## src/hw/rtl/rbw_pkg.sv

```systemverilog
// shared types and constants for the relocation table walker
package rbw_pkg;

	// result kinds
	typedef enum logic [1:0] {
		KIND_PATCH = 2'd0,
		KIND_DONE  = 2'd1,
		KIND_ERROR = 2'd2
	} kind_t;

	// position within a relocation block
	typedef enum logic [2:0] {
		PH_PAGE_LO = 3'd0,
		PH_PAGE_HI = 3'd1,
		PH_SIZE_LO = 3'd2,
		PH_SIZE_HI = 3'd3,
		PH_ENTRY   = 3'd4
	} phase_t;

	// configuration register indexes
	localparam logic CFG_NEW_BASE = 1'b0;
	localparam logic CFG_OLD_BASE = 1'b1;

	// entry decoding
	localparam int unsigned TYPE_SHIFT   = 12;
	localparam logic [3:0]  TYPE_PAD     = 4'd0;
	localparam logic [3:0]  TYPE_HIGHLOW = 4'd3;
	localparam logic [11:0] OFFSET_MASK  = 12'hFFF;
	localparam logic [31:0] HEADER_BYTES = 32'd8;

	// one result word
	typedef struct packed {
		kind_t       kind;
		logic [31:0] patch_address;
		logic [31:0] delta;
	} res_t;

	// base addresses
	typedef struct packed {
		logic [31:0] new_base;
		logic [31:0] old_base;
	} cfg_t;

endpackage

```

## src/hw/rtl/pe_base_relocation_walker_top.sv

```systemverilog
// top level of the relocation table walker
//
//  channel | dir | signals                         | contents
//  s       | in  | s_tvalid s_tready s_tdata[15:0] | table halfword
//  m       | out | m_tvalid m_tready m_tdata m_tuser | patch address, delta, kind
//  cfg     | in  | cfg_we cfg_addr cfg_data        | new_base (0), old_base (1)
//
// one halfword per cycle sustained while m_tready is high; a result is presented once
// its halfword passes the input register, decode and adders, and the result register
// arst_n clears the walker to expect a page header and both bases to zero
// a result held by a low m_tready holds the input register, whatever the next halfword
// is; s_tready then drops as soon as the input register is full
module pe_base_relocation_walker_top (
	input  logic        clk,
	input  logic        arst_n,
	input  logic        s_tvalid,
	output logic        s_tready,
	input  logic [15:0] s_tdata,  // [15:0] table_halfword
	output logic        m_tvalid,
	input  logic        m_tready,
	output logic [63:0] m_tdata,  // [31:0] patch_address, [63:32] delta
	output logic [1:0]  m_tuser,  // [1:0] kind
	input  logic        cfg_we,
	input  logic        cfg_addr,
	input  logic [31:0] cfg_data
);

	logic          valid_s1;
	logic [15:0]   word_s1;
	logic          take;
	logic          res_valid;
	rbw_pkg::res_t res;
	rbw_pkg::res_t res_q;
	rbw_pkg::cfg_t cfg_q;

	// base address registers
	always_ff @(posedge clk or negedge arst_n) begin
		if (!arst_n) begin
			cfg_q <= '0;
		end else if (cfg_we) begin
			if (cfg_addr == rbw_pkg::CFG_NEW_BASE) begin
				cfg_q.new_base <= cfg_data;
			end else begin
				cfg_q.old_base <= cfg_data;
			end
		end
	end

	// held word moves on when the result register can take it
	assign take = valid_s1 && (!m_tvalid || m_tready);

	rbw_in_stage u_in (
		.clk      (clk),
		.arst_n   (arst_n),
		.s_valid  (s_tvalid),
		.s_ready  (s_tready),
		.s_word   (s_tdata),
		.take     (take),
		.valid_s1 (valid_s1),
		.word_s1  (word_s1)
	);

	rbw_parse u_parse (
		.clk       (clk),
		.arst_n    (arst_n),
		.step      (take),
		.word      (word_s1),
		.cfg       (cfg_q),
		.res_valid (res_valid),
		.res       (res)
	);

	rbw_out_stage u_out (
		.clk     (clk),
		.arst_n  (arst_n),
		.load    (res_valid),
		.res     (res),
		.m_ready (m_tready),
		.m_valid (m_tvalid),
		.res_q   (res_q)
	);

	// output word packing
	assign m_tdata = {res_q.delta, res_q.patch_address};
	assign m_tuser = res_q.kind;

endmodule

```

## src/hw/rtl/rbw_in_stage.sv

```systemverilog
// input register stage for table halfwords
module rbw_in_stage (
	input  logic        clk,
	input  logic        arst_n,
	input  logic        s_valid,
	output logic        s_ready,
	input  logic [15:0] s_word,
	input  logic        take,
	output logic        valid_s1,
	output logic [15:0] word_s1
);

	// accept when empty or when the held word moves on this cycle
	assign s_ready = !valid_s1 || take;

	// valid flag
	always_ff @(posedge clk or negedge arst_n) begin
		if (!arst_n) begin
			valid_s1 <= 1'b0;
		end else if (s_ready) begin
			valid_s1 <= s_valid;
		end
	end

	// payload
	always_ff @(posedge clk) begin
		if (s_ready && s_valid) begin
			word_s1 <= s_word;
		end
	end

endmodule

```

## src/hw/rtl/rbw_parse.sv

```systemverilog
// table walker state machine and patch arithmetic
module rbw_parse (
	input  logic          clk,
	input  logic          arst_n,
	input  logic          step,
	input  logic [15:0]   word,
	input  rbw_pkg::cfg_t cfg,
	output logic          res_valid,
	output rbw_pkg::res_t res
);

	rbw_pkg::phase_t phase_q, phase_d;
	logic [15:0] page_lo_q;
	logic [31:0] page_q;
	logic [15:0] size_lo_q;
	logic [30:0] entries_q, entries_d;
	logic        first_q, first_d;
	logic        halted_q, halted_d;

	logic [31:0] page_full;
	logic [31:0] size_full;
	logic        size_bad;
	logic [31:0] size_body;
	logic [3:0]  etype;
	logic        last_entry;

	// header and entry decode
	assign page_full  = {word, page_lo_q};
	assign size_full  = {word, size_lo_q};
	assign size_bad   = (size_full < rbw_pkg::HEADER_BYTES) || size_full[0];
	assign size_body  = size_full - rbw_pkg::HEADER_BYTES;
	assign etype      = word[15:rbw_pkg::TYPE_SHIFT];
	assign last_entry = (entries_q == 31'd1);

	// next state
	always_comb begin
		phase_d   = phase_q;
		entries_d = entries_q;
		first_d   = first_q;
		halted_d  = halted_q;
		if (!halted_q) begin
			unique case (phase_q)
				rbw_pkg::PH_PAGE_LO: begin
					phase_d = rbw_pkg::PH_PAGE_HI;
				end
				rbw_pkg::PH_PAGE_HI: begin
					if (!first_q && page_full == 32'd0) begin
						halted_d = 1'b1;
					end else begin
						phase_d = rbw_pkg::PH_SIZE_LO;
					end
				end
				rbw_pkg::PH_SIZE_LO: begin
					phase_d = rbw_pkg::PH_SIZE_HI;
				end
				rbw_pkg::PH_SIZE_HI: begin
					if (size_bad) begin
						halted_d = 1'b1;
					end else begin
						entries_d = size_body[31:1];
						if (size_body[31:1] == 31'd0) begin
							phase_d = rbw_pkg::PH_PAGE_LO;
							first_d = 1'b0;
						end else begin
							phase_d = rbw_pkg::PH_ENTRY;
						end
					end
				end
				rbw_pkg::PH_ENTRY: begin
					if (etype != rbw_pkg::TYPE_HIGHLOW && etype != rbw_pkg::TYPE_PAD) begin
						halted_d = 1'b1;
					end else begin
						entries_d = entries_q - 31'd1;
						if (last_entry) begin
							phase_d = rbw_pkg::PH_PAGE_LO;
							first_d = 1'b0;
						end
					end
				end
				default: begin
					phase_d = rbw_pkg::PH_PAGE_LO;
				end
			endcase
		end
	end

	// result word
	always_comb begin
		res_valid         = 1'b0;
		res.kind          = rbw_pkg::KIND_PATCH;
		res.patch_address = 32'd0;
		res.delta         = 32'd0;
		if (step && !halted_q) begin
			unique case (phase_q)
				rbw_pkg::PH_PAGE_HI: begin
					if (!first_q && page_full == 32'd0) begin
						res_valid = 1'b1;
						res.kind  = rbw_pkg::KIND_DONE;
					end
				end
				rbw_pkg::PH_SIZE_HI: begin
					if (size_bad) begin
						res_valid = 1'b1;
						res.kind  = rbw_pkg::KIND_ERROR;
					end
				end
				rbw_pkg::PH_ENTRY: begin
					if (etype == rbw_pkg::TYPE_HIGHLOW) begin
						res_valid         = 1'b1;
						res.patch_address = cfg.new_base + page_q
							+ {20'd0, word[11:0] & rbw_pkg::OFFSET_MASK};
						res.delta         = cfg.new_base - cfg.old_base;
					end else if (etype != rbw_pkg::TYPE_PAD) begin
						res_valid = 1'b1;
						res.kind  = rbw_pkg::KIND_ERROR;
					end
				end
				default: begin
					res_valid = 1'b0;
				end
			endcase
		end
	end

	// control state
	always_ff @(posedge clk or negedge arst_n) begin
		if (!arst_n) begin
			phase_q   <= rbw_pkg::PH_PAGE_LO;
			page_lo_q <= 16'd0;
			page_q    <= 32'd0;
			size_lo_q <= 16'd0;
			entries_q <= 31'd0;
			first_q   <= 1'b1;
			halted_q  <= 1'b0;
		end else if (step) begin
			phase_q   <= phase_d;
			entries_q <= entries_d;
			first_q   <= first_d;
			halted_q  <= halted_d;
			if (!halted_q && phase_q == rbw_pkg::PH_PAGE_LO) begin
				page_lo_q <= word;
			end
			if (!halted_q && phase_q == rbw_pkg::PH_PAGE_HI) begin
				page_q <= page_full;
			end
			if (!halted_q && phase_q == rbw_pkg::PH_SIZE_LO) begin
				size_lo_q <= word;
			end
		end
	end

	// once halted, stays halted until reset
	a_halt_sticky: assert property (@(posedge clk) disable iff (!arst_n)
		halted_q |=> halted_q)
		else $error("walker left halted state");

	// no results while halted
	a_halt_quiet: assert property (@(posedge clk) disable iff (!arst_n)
		halted_q |-> !res_valid)
		else $error("result produced while halted");

	// done or error always halts the walk
	a_end_halts: assert property (@(posedge clk) disable iff (!arst_n)
		res_valid && res.kind != rbw_pkg::KIND_PATCH |=> halted_q)
		else $error("final result without halt");

	// patches come only from entry halfwords
	a_patch_phase: assert property (@(posedge clk) disable iff (!arst_n)
		res_valid && res.kind == rbw_pkg::KIND_PATCH |-> phase_q == rbw_pkg::PH_ENTRY)
		else $error("patch outside entry phase");

endmodule

```

## src/hw/rtl/rbw_out_stage.sv

```systemverilog
// output result register
module rbw_out_stage (
	input  logic          clk,
	input  logic          arst_n,
	input  logic          load,
	input  rbw_pkg::res_t res,
	input  logic          m_ready,
	output logic          m_valid,
	output rbw_pkg::res_t res_q
);

	// valid flag
	always_ff @(posedge clk or negedge arst_n) begin
		if (!arst_n) begin
			m_valid <= 1'b0;
		end else if (load) begin
			m_valid <= 1'b1;
		end else if (m_ready) begin
			m_valid <= 1'b0;
		end
	end

	// payload
	always_ff @(posedge clk) begin
		if (load) begin
			res_q <= res;
		end
	end

endmodule
```

## config.mk

```make
export PLATFORM = sky130hd
export DESIGN_NAME = pe_base_relocation_walker_top
export DESIGN_NICKNAME = d
export VERILOG_FILES = /design/src/hw/rtl/rbw_pkg.sv /design/src/hw/rtl/pe_base_relocation_walker_top.sv /design/src/hw/rtl/rbw_in_stage.sv /design/src/hw/rtl/rbw_parse.sv /design/src/hw/rtl/rbw_out_stage.sv
export SDC_FILE = /design/constraint.sdc
export NUM_CORES = 1
export LEC_CHECK = 0
export BUFFER_PORTS_ARGS = -buffer_cell sky130_fd_sc_hd__buf_2
export CAP_MARGIN = 20
export CORE_MARGIN = 2
export CORE_UTILIZATION = 56
export CTS_BUF_LIST = sky130_fd_sc_hd__clkbuf_4
export DETAILED_ROUTE_END_ITERATION = 16
export PLACE_DENSITY = 0.83
export SLEW_MARGIN = 20
export SYNTH_ARGS = -nofsm -noshare
export SYNTH_HDL_FRONTEND = slang
export SYNTH_HIERARCHICAL = 1
export SYNTH_SLANG_ARGS = --single-unit
export TNS_END_PERCENT = 30
```

## constraint.sdc

```tcl
create_clock -name clk -period 5.3 [get_ports clk]
set_input_delay 1.325 -clock clk [delete_from_list [all_inputs] [get_ports clk]]
set_output_delay 1.325 -clock clk [all_outputs]
set_load 0.05 [all_outputs]
```

# Yosys cells after proc, flatten, opt, wreduce, memory -nomap -nowiden
# Index checks and enable logic that the tools add are counted.
[op_classes]
addsub = 5
order_cmp = 1
eq_ne = 12
n_mux = 30
bitwise = 2
reduce_logical = 30
[ops]
columns = ["cell", "count"]
rows = [
  ["31-bit 2-to-1 mux", 2],
  ["31-bit one-hot mux with 2 select lines", 1],
  ["32-bit by 12-bit adder with 32-bit output", 1],
  ["32-bit adder", 1],
  ["32-bit logical NOT", 1],
  ["32-bit by 4-bit < comparator with 1-bit output, second input constant", 1],
  ["32-bit subtractor", 1],
  ["32-bit by 4-bit subtractor with 32-bit output, second input constant", 1],
  ["31-bit by 1-bit == test with 1-bit output, second input constant", 1],
  ["31-bit logical NOT", 1],
  ["31-bit by 1-bit subtractor with 31-bit output, second input constant", 1],
  ["3-bit 2-to-1 mux", 5],
  ["3-bit one-hot mux with 5 select lines", 1],
  ["1-bit 2-to-1 mux", 14],
  ["2-bit AND reduction", 5],
  ["1-bit logical AND", 8],
  ["7-bit AND reduction", 1],
  ["3-bit by 2-bit == test with 1-bit output, second input constant", 2],
  ["2-bit 2-to-1 mux", 3],
  ["2-bit != test, second input constant", 3],
  ["1-bit one-hot mux with 3 select lines", 2],
  ["2-bit one-hot mux with 3 select lines", 1],
  ["6-bit AND reduction", 1],
  ["5-bit AND reduction", 1],
  ["13 further kinds", 21],
]
[word_totals]
regBits = 248
output_inout_bits = 68

# Logic depth before layout (Yosys ltp)
# Gate-level depths: netlist of run 1.
[logic_depth]
ltp_word = 6
mapped_depth = 16

# By module
# Netlist of run 1, hierarchy kept.
[modules_own_cells]
columns = ["module", "instances", "cells_per_inst", "area_each_um2"]
rows = [
  ["rbw_parse", 1, 1110, 9258.9],
  ["pe_base_relocation_walker_top", 1, 139, 2437.3],
  ["rbw_out_stage", 1, 69, 2018.2],
  ["rbw_in_stage", 1, 20, 534.3],
]

# Worst setup path before layout of run 1
# No wires, ideal clock.
[synth_timing]
path_type = "register to register"
from = "register u_in.word_s1[2]"
to = "register, netlist name u_out/res_q[0]"
arrival_time_ns = 5.336
required_time_ns = 4.786
path_slack_ns = -0.550
path_stages_with_launch = 8
path_buffers = 0
path_cell_list = "edfxtp_1 -> or4_4 -> or3_4 -> inv_2 -> nand3_2 -> or3_1 -> o21a_1 -> a21oi_1"
[synth_via]
elab_chain_len = 5
elab_cells_between_ends = 8
[synth_lines]
columns = ["element", "line_no", "source"]
rows = [
  ["from (decl)", "rbw_in_stage.sv:10", "output logic [15:0] word_s1"],
  ["from (signal assigned)", "rbw_in_stage.sv:28", "word_s1 <= s_word;"],
  ["32-bit by 4-bit < comparator with 1-bit output or 32-bit logical NOT (tied branches)", "rbw_parse.sv:30, rbw_parse.sv:96", ""],
  ["1-bit logical OR or 1-bit logical AND (tied branches)", "rbw_parse.sv:30, rbw_parse.sv:96", ""],
  ["1-bit 2-to-1 mux (on tied branches)", "rbw_parse.sv:102, rbw_parse.sv:96", ""],
  ["1-bit one-hot mux with 3 select lines *", "rbw_parse.sv:94", "unique case (phase_q)"],
  ["1-bit 2-to-1 mux *", "rbw_parse.sv:93", "if (step && !halted_q) begin"],
  ["named net res_valid", "pe_base_relocation_walker_top.sv:31", "logic res_valid;"],
]
# The timed path passes the listed nets; every way through them passes the cells marked *.
# A chain may end at the register's enable or synchronous reset.

# Worst setup path after layout of run 1
[layout_timing]
from = "register u_in.word_s1[1]"
to = "register, netlist name u_out/res_q[63]"
[layout_via]
elab_chain_len = 1
[layout_lines]
columns = ["element", "line_no", "source"]
rows = [
  ["32-bit by 12-bit adder with 32-bit output", "rbw_parse.sv:111", "+ {20'd0, word[11:0] & rbw_pkg::OFFSET_MASK};"],
]
# Every way passes these cells.

==> reports/qor.csv, run 1 <==
stage,metric,value,unit
setup_path,cp_slowest_cell,edfxtp_1,
cts,cts_tree,yes,
global_route,grt-ovfl-total,0,
synthesis,syn_avg_cell_area,10.6,um^2
synthesis,syn-instance-count,1338,
finish,layout_commonest_cell,dfrtp_1,
pwr,power.leakage,6.93,nW
synthesis,synth_edf_count,82,
global_route,antenna_found_initial,1,
sta,slew_viol_final,0,
finish,final_layout_size_suffix_gt1_frac,0.252,
sta,rsz0062_at_grt,false,
setup_path,required,5.69,ns
drt,drtPass1Iterations,6,
synthesis,synth_seq_cells,248,
place,io_buffers,121,
floorplan,die_h,164,um
finish,fin_util,0.638,
sta,setup_tns,0,ns
cts,cts_max_level,3,
floorplan,die_w,164,um
sta,worstMarginPinSlew,1.01,ns
setup_path,crit_fanout,5,
sta,finalSetupViolCount,0,
synthesis,synthDistinctLibCells,74,
setup_path,path_cells,inv_1 -> fa_1 -> inv_1 -> ha_1 -> inv_1 -> fa_1 -> nand2b_1 -> a21oi_1 -> o211ai_1 -> nand3b_1 -> a21o_1 -> a21o_1 -> a31oi_1 -> o41ai_1 -> xnor2_1 -> nor2_1,
pwr,ir_drop,0.000350,V
setup_path,cp-start-kind,register,
cts,cts_sinks,248,
setup_path,critPathCaptureType,register,
status,status,finished clean,
floorplan,io_pins,122,
cts,post_cts_buffers,0,
cts,root_buffer,clkbuf_4,
drt,vias,11100,
setup_path,cpMostUsedCell,inv_1,
synthesis,syn_area,0.0142,mm^2
cts,cts_resized,0,
setup_path,max_stage_delay,0.45,ns
drt,drcViolationCount,0,
sta,hold_viol,0,
global_route,grt_pass1_wl,55700,um
cts,cts_buffers,67,
drt,routed_wl,34700,um
sta,max_freq,260,MHz
setup_path,worst_ep_arrival_time,4.24,ns
place,gp_congestion,0.939,
synthesis,ys_warn_count,6,
floorplan,core_area,0.0251,mm^2
drt,wire_per_inst,18.6,um
hold_path,hp-class,register to register,
synthesis,ys_seq_area_frac,0.464,
drt,ant_nets,0,
global_route,grt_pass1_vias,10900,
sta,period_minus_slack,3.84,ns
drt,drtIter0Drc,970,
setup_path,critical_path_class,register to register,
sta,fin_skew,0.0366,ns
sta,period_share,0.725,
sta,max_slew_margin,0.324,
cts,cts.path.max_buffers,3,
global_route,grt_max_degree,103,
floorplan,die-area,0.0267,mm^2
cts,cts_hold_buffers,0,
finish,syn_to_final_growth,12.5,%
pwr,power.density,535,mW/mm^2
floorplan,row_count,58,
floorplan,start_util,0.567,
synthesis,synth_flop_cell,dfrtp_1,
finish,layout_common_cells,"dfrtp_1, nor2_1, buf_2",
flow_run,drv_cap,0,
global_route,grt_util_all_layers,0.266,
synthesis,syn_nets,1490,
synthesis,async_reset_ff_frac,0.669,
place,post-dp-hpwl,24800,um
cts,clk_pin_slew,0.07,ns
cts,clk_latency,0.66,ns
finish,nets,1638,
drt,vias_per_cell,5.92,
-- layer usage --
layer | global-route usage | share of wire | wire [um]
met3 | 0.0515 | 0.083 | 2880
met4 | 0.101 | 0.024 | 831
met2 | 0.410 | 0.46 | 15900
met5 | 0 | 0 | 0
met1 | 0.373 | 0.44 | 15100
-- kinds of logic after synthesis --
family	after synthesis	synth area share
simple gates	375	0.131
compound gates	292	0.125
flops	248	0.464
mux	122	0.0985
buf+inv	119	0.0360
fa+ha+maj	98	0.0934
xor+xnor	84	0.0516
-- power by group --
| part | leakage [nW] | internal (mW) | switching (mW) | total [mW] |
|---|---|---|---|---|
| Combinational | 3.72 | 1.66 | 2.20 | 3.85 |
| Clock | 0.536 | 0.970 | 0.801 | 1.77 |
| Sequential | 2.67 | 2.47 | 0.478 | 2.95 |
| Total | 6.93 | 5.09 | 3.48 | 8.57 |
-- Yosys cell counts, types with 7 or more instances --
cell      count  area, um^2
dfrtp_1     165        4130
or3_1        12        75.1
nand2_1      68         255
fa_1         14         280
o21ai_0      72         360
nand3_1      30         150
nor2_1      128         480
a21oi_1     102         510
xnor2_1      44         385
o21bai_1      8        60.1
clkbuf_1     38         143
edfxtp_1     82        2460
nor3_1       35         175
o22ai_1       8        50.1
xor2_1       40         350
nor4_1       16         100
mux2_2      114        1280
inv_1        66         248
a21o_1       33         248
ha_1         84        1050
nand2b_1     18         113
nand4_1      17         106
o21a_1        8        60.1
o211ai_1      7        52.6
nor2b_1       8        50.1
and3_1        8        50.1
mux2_4        8         120
-- worst max-delay path, delay by kind of cell (launching register included) --
kind                     cells  cell delay [ns]
XOR/XNOR                     1             0.17
flip-flops                   1             0.45
AO/OA/AOI/OAI                6             1.27
AND/OR/NAND/NOR              3             0.40
adder cells (fa/ha/maj)      3             0.98
buffers and inverters        3             0.31
-- per-stage QoR --
step                      power [mW]  hold slack, ns  worst slack, ns  std cells  instance area [um^2]
after floorplan                 5.79           0.450            0.946       1338                 14300
after global placement          6.59           0.468             1.60       1746                 15100
after detailed placement        6.71           0.481             1.49       1746                 15100
after CTS                       8.53           0.496             1.48       1867                 16000
after global routing            9.19           0.504             1.23       1869                 16000
final                           8.57           0.495             1.46       1869                 16000
-- flip-flops by register name (all words and copies together), names as in the netlist --
| signal | flops |
|---|---|
| u_out/res_q | 66 |
| u_parse/halted_q | 1 |
| u_parse/page_q | 32 |
| u_parse/size_lo_q | 16 |
| u_parse/first_q | 1 |
| u_parse/phase_q | 3 |
| u_parse/page_lo_q | 16 |
| cfg_q | 64 |
| u_parse/entries_q | 31 |
| u_out/m_valid | 1 |
| u_in/word_s1 | 16 |
| u_in/valid_s1 | 1 |
-- cell type report --
cell class / instances / area, um^2
antenna: 1 / 2.50
clock buffer: 108 / 811
multi-input combinational: 971 / 7140
inverter: 67 / 251
fill: 2046 / 9080
sequential: 248 / 6620
tap: 330 / 413
clock inverter: 13 / 80.1
timing repair buffer: 131 / 719
-- worst paths after layout --
check                                      start                     to  slack (ns)  cells past startpoint
worst max-delay path             u_in/word_s1[1]        u_out/res_q[63]        1.46                     16
worst min-delay path            u_parse/halted_q       u_parse/halted_q        0.50                      1
worst max register to register   u_in/word_s1[1]        u_out/res_q[63]        1.46                     16
worst min register to register  u_parse/halted_q       u_parse/halted_q        0.50                      1
max in group asynchronous                 arst_n              cfg_q[11]        3.59                      2
min in group asynchronous                 arst_n  u_parse/entries_q[18]        0.81                      1
(Power assumes the default switching activity.)
==> run 2, diff against run 1 <==
--- a/config.mk
+++ b/config.mk
@@ -8,10 +8,10 @@
 export BUFFER_PORTS_ARGS = -buffer_cell sky130_fd_sc_hd__buf_2
 export CAP_MARGIN = 20
 export CORE_MARGIN = 2
-export CORE_UTILIZATION = 56
+export CORE_UTILIZATION = 62
 export CTS_BUF_LIST = sky130_fd_sc_hd__clkbuf_4
 export DETAILED_ROUTE_END_ITERATION = 16
-export PLACE_DENSITY = 0.83
+export PLACE_DENSITY = 0.86
 export SLEW_MARGIN = 20
 export SYNTH_ARGS = -nofsm -noshare
 export SYNTH_HDL_FRONTEND = slang
==> constraint.sdc (replaced) <==
create_clock -name clk -period 3.75 [get_ports clk]
set_input_delay 0.9375 -clock clk [delete_from_list [all_inputs] [get_ports clk]]
set_output_delay 0.9375 -clock clk [all_outputs]
set_load 0.05 [all_outputs]
==> reports/qor.csv, run 2 (same netlist as run 1, synthesis figures left out) <==
stage,metric,value,unit
status,status,finished clean,
drt,ant_nets,0,
global_route,grt_use_met2,0.472,
finish,largest_reg_flops,66,
sta,max_slew_margin,0.461,
finish,final_layout_size_suffix_gt1_frac,0.268,
drt,drcViolationCount,0,
place,dp.cells,1721,
setup_path,max_stage_delay,0.50,ns
cts,cts.path.max_buffers,3,
hold_path,hp-class,primary input to async pin,
setup_path,rr_worst_depth,12,
setup_path,path_cells,fa_1 -> ha_1 -> a2111o_1 -> o211ai_1 -> nand3b_1 -> buf_4 -> buf_4 -> a21bo_2 -> a21o_1 -> a41oi_1 -> xor2_1 -> nor2_1,
sta,hold_viol,0,
finish,regArea,0.00662,mm^2
flow_run,drv_cap,0,
global_route,grt_pass1_vias,11000,
setup_path,crit_fanout,6,
pwr,power.leakage,7.08,nW
drt,wire_per_inst,19.5,um
floorplan,die_h,156,um
drt,vias,11300,
global_route,antenna_found_initial,3,
place,io_buffers,121,
place,post-dp-hpwl,25400,um
floorplan,core_area,0.0226,mm^2
finish,instances_no_fill,1849,
floorplan,io_pins,122,
setup_path,cpMostUsedCell,buf_4,
place,gp_congestion,0.953,
floorplan,row_count,55,
drt,routed_wl,36100,um
sta,whs,0.331,ns
cts,root_buffer,clkbuf_4,
floorplan,die_w,156,um
global_route,grt_max_degree,84,
setup_path,critical_path_class,register to register,
cts,cts_max_level,3,
drt,vias_per_cell,6.12,
sta,period_minus_slack,3.64,ns
finish,reg_top3,"u_out/res_q: 66 flops, cfg_q: 64 flops, u_parse/page_q: 32 flops",
sta,period_share,0.970,
setup_path,r2r-end,u_out/res_q[57],
finish,multi_input_area,0.00717,mm^2
setup_path,r2r-start,u_in/word_s1[6],
sta,setup_ws,0.114,ns
sta,worstMarginPinSlew,0.809,ns
cts,cts_hold_buffers,0,
global_route,grt_util_all_layers,0.304,
floorplan,die-area,0.0242,mm^2
setup_path,cp_slowest_cell,fa_1,
finish,nets,1661,
sta,fin_skew,0.0572,ns
sta,finalSetupViolCount,0,
drt,drtIter0Drc,954,
finish,syn_to_final_growth,13.9,%
setup_path,required,4.16,ns
pwr,power.density,768,mW/mm^2
cts,cts_sinks,248,
finish,top_register,u_out/res_q,
sta,max_freq,275,MHz
pwr,ir_drop,0.000458,V
finish,layout_commonest_cell,dfrtp_1,
finish,nFillCells,1653,
global_route,grt_pass1_wl,57500,um
global_route,use_met1,0.433,
cts,clk_latency,0.69,ns
global_route,grt_most_used_layer,met2,
place,detailedPlace.worstSlack,0.00580,ns
sta,slew_viol_final,0,
setup_path,worst_ep_arrival_time,4.04,ns
finish,stdcell_area,0.0162,mm^2
setup_path,cp-start-kind,register,
setup_path,critPathCaptureType,register,
setup_path,reg2reg_slack,0.11,ns
cts,cts_tree,yes,
global_route,grt-ovfl-total,0,
global_route,grt_use_met3,0.0561,
cts,cts_buffers,68,
floorplan,start_util,0.631,
drt,drtPass1Iterations,5,
cts,clk_pin_slew,0.06,ns
place,place_area,0.0152,mm^2
finish,layout_common_cells,"dfrtp_1, nor2_1, buf_2",
run 2: changes by cell type in the layout (fill, tap and decap cells not counted), sizes merged:
cell,before,now
clkbuf,108,113
bufinv,1,2
clkinv,9,7
buf,131,153
clkinvlp,1,0
run 2: per-layer routing:
layer | wire length [um] | up-vias
li1 | - | 5217
met1 | 15300 | 5492
met2 | 16600 | 517
met3 | 3070 | 92
met4 | 1060 | 0
met5 | 0 | -
run 2: worst max-delay path, delay by kind of cell (launching register included):
kind	cells	cell delay (ns)
flip-flops	1	0.43
AO/OA/AOI/OAI	5	1.31
AND/OR/NAND/NOR	2	0.23
adder cells (fa/ha/maj)	2	0.91
XOR/XNOR	1	0.20
buffers and inverters	2	0.30
run 2: final cells by class:
cell class / instances / area share
multi-input cells: 971 / 0.442
flip-flops and latches: 248 / 0.408
inverters: 67 / 0.0155
diodes: 1 / 0.000154
clock inverters: 11 / 0.00578
repair buffers: 153 / 0.0548
clock buffers: 113 / 0.0523
well taps: 285 / 0.0220
run 2: what timing repair did:
action                     4_1_cts  5_1_grt
gates resized for setup          0        7
setup buffers                    0        3
setup endpoints to repair        0        4
run 2: worst max path at each step:
stage	start	cells past startpoint	slack (ns)	end
6_report	u_in/word_s1[6]	12	0.11	u_out/res_q[57]
4_1_cts	cfg_q[33]	16	0.01	u_out/res_q[63]
2_1_floorplan	u_in/word_s1[2]	7	0.09	u_out/res_q[0]
3_5_place_dp	cfg_q[33]	16	0.006	u_out/res_q[63]
5_1_grt	cfg_q[33]	16	-0.03	u_out/res_q[63]
3_3_place_gp	cfg_q[33]	16	0.09	u_out/res_q[63]
run 2: power by group:
part,total (mW),internal (mW),switching [mW]
Sequential,4.16,3.49,0.669
Clock,2.63,1.49,1.14
Combinational,5.67,2.43,3.24
Total,12.5,7.41,5.05
run 2: stage by stage:
stage	TNS [ns]	util	power [mW]
2_1_floorplan	0	-	8.19
3_3_place_gp	0	0.675	9.35
3_5_place_dp	0	0.675	9.54
4_1_cts	0	0.716	12.2
5_1_grt	-0.0318	0.719	13.3
6_report	0	0.719	12.5
==> run 3, diff against run 2 <==
--- a/config.mk
+++ b/config.mk
@@ -10,8 +10,10 @@
 export CORE_MARGIN = 2
 export CORE_UTILIZATION = 62
 export CTS_BUF_LIST = sky130_fd_sc_hd__clkbuf_4
+export CTS_CLUSTER_SIZE = 40
 export DETAILED_ROUTE_END_ITERATION = 16
 export PLACE_DENSITY = 0.86
+export REMOVE_ABC_BUFFERS = 1
 export SLEW_MARGIN = 20
 export SYNTH_ARGS = -nofsm -noshare
 export SYNTH_HDL_FRONTEND = slang
==> reports/qor.csv, run 3 (same netlist as run 1, synthesis figures left out) <==
stage,metric,value,unit
setup_path,r2r-end,u_out/res_q[63],
pwr,power.leakage,7.03,nW
setup_path,cp_slowest_cell,fa_1,
sta,max_slew_margin,0.450,
setup_path,cp.depth,16,
sta,setup_tns,0,ns
floorplan,start_util,0.631,
finish,syn_to_final_growth,13.4,%
global_route,grt_util_all_layers,0.302,
setup_path,crit_fanout,3,
place,detailedPlace.worstSlack,-0.0207,ns
cts,cts_buffers,67,
drt,wire_per_inst,19.3,um
sta,slew_viol_final,0,
global_route,grt_pass1_vias,11500,
global_route,grt_pass1_wl,57900,um
finish,layout_commonest_cell,dfrtp_1,
finish,final_layout_size_suffix_gt1_frac,0.263,
cts,root_buffer,clkbuf_4,
place,post-dp-hpwl,25100,um
global_route,grt-ovfl-total,0,
finish,largest_reg_flops,66,
status,status,finished clean,
setup_path,max_stage_delay,0.42,ns
sta,worstMarginPinSlew,0.822,ns
cts,cts.path.max_buffers,3,
hold_path,hp-class,primary input to async pin,
global_route,grt_max_degree,65,
cts,clk_latency,0.70,ns
setup_path,crit_family,compound AO/OA/AOI/OAI gates,
setup_path,r2r-start,cfg_q[33],
sta,finalSetupViolCount,0,
floorplan,core_area,0.0226,mm^2
setup_path,required,4.15,ns
finish,reg_top3,"u_out/res_q: 66 flops, cfg_q: 64 flops, u_parse/page_q: 32 flops",
flow_run,drv_cap,0,
global_route,use_met1,0.411,
setup_path,cp-start-kind,register,
floorplan,die_w,156,um
sta,fin_skew,0.0534,ns
finish,fin_util,0.716,
global_route,grt_use_met3,0.0661,
cts,cts_max_level,3,
finish,nFillCells,1572,
pwr,power.density,758,mW/mm^2
drt,drtPass1Iterations,6,
floorplan,row_count,55,
cts,cts_sinks,248,
sta,period_share,0.987,
global_route,antenna_found_initial,1,
drt,drtIter0Drc,984,
setup_path,path_cells,inv_2 -> fa_1 -> inv_1 -> ha_1 -> inv_1 -> fa_1 -> nand2b_1 -> a21oi_2 -> o211ai_1 -> nand3b_1 -> a21o_1 -> a21o_1 -> a31oi_4 -> o41ai_2 -> xnor2_1 -> nor2_1,
finish,stdcell_area,0.0162,mm^2
sta,setup_ws,0.0488,ns
floorplan,die_h,156,um
setup_path,rr_worst_depth,16,
place,io_buffers,121,
drt,routed_wl,35700,um
finish,top_register,u_out/res_q,
sta,max_freq,270,MHz
floorplan,die-area,0.0242,mm^2
place,gp_congestion,1.01,
sta,hold_viol,0,
setup_path,critical_path_class,register to register,
sta,rsz0062_at_grt,true,
cts,cts_tree,yes,
setup_path,timing.critical_path.buf_inv,3,
place,place_area,0.0152,mm^2
floorplan,io_pins,122,
drt,vias_per_cell,6.21,
drt,drcViolationCount,0,
drt,ant_nets,0,
setup_path,critPathCaptureType,register,
global_route,grt_use_met2,0.475,
cts,clk_pin_slew,0.07,ns
pwr,ir_drop,0.000365,V
global_route,grt_most_used_layer,met2,
setup_path,worst_ep_arrival_time,4.10,ns
setup_path,reg2reg_slack,0.05,ns
finish,nets,1659,
finish,layout_common_cells,"dfrtp_1, nor2_1, buf_2",
sta,whs,0.226,ns
sta,period_minus_slack,3.70,ns
drt,vias,11500,
==> run 3: cell count changes in the layout (fill, tap and decap cells not counted), sizes merged <==
cell / delta
clkbuf: -11
clkinv: +6
buf: -1
diode: +1
inv: +1
==> run 3: how the worst max path moves through the flow <==
stage	start	to	slack, ns
final	cfg_q[33]	u_out/res_q[63]	0.05
after detailed placement	cfg_q[33]	u_out/res_q[63]	-0.02
after CTS	cfg_q[33]	u_out/res_q[63]	0.01
after global placement	cfg_q[33]	u_out/res_q[63]	0.14
after floorplan	u_in/word_s1[2]	u_out/res_q[0]	-2.10
after global routing	cfg_q[33]	u_out/res_q[63]	-0.09
==> run 3: per-layer routing <==
metal	share of wire	wire (um)
met2	0.47	16700
met1	0.41	14700
met5	0	0
met4	0.027	965
met3	0.090	3220
==> run 3: stage by stage <==
stage	power [mW]	cells
finish	12.3	1845
global route	13.1	1844
floorplan	8.13	1286
global placement	9.25	1722
CTS	12.1	1842
detailed placement	9.51	1722
==> run 3: timing repair <==
action | CTS | global route
setup buffers | 0 | 1
pin swaps | 0 | 2
hold buffers | 0 | 0
setup endpoints to repair | 1 | 3
gates resized for setup | 1 | 5
==> run 3: where the power goes <==
group          switching, mW  total [mW]  internal (mW)
Combinational           3.18        5.58           2.40
Clock                   1.13        2.51           1.38
Sequential             0.675        4.16           3.49
Total                   4.99        12.3           7.27
==> run 3: cell type report <==
type	instances	area (um^2)	area share
Antenna cell	2	5.00	0.000310
Clock buffer	102	766	0.0474
Clock inverter	18	123	0.00759
Inverter	67	251	0.0156
Multi-Input combinational cell	971	7170	0.444
Sequential cell	248	6620	0.410
Tap cell	285	357	0.0221
Timing Repair Buffer	152	870	0.0538
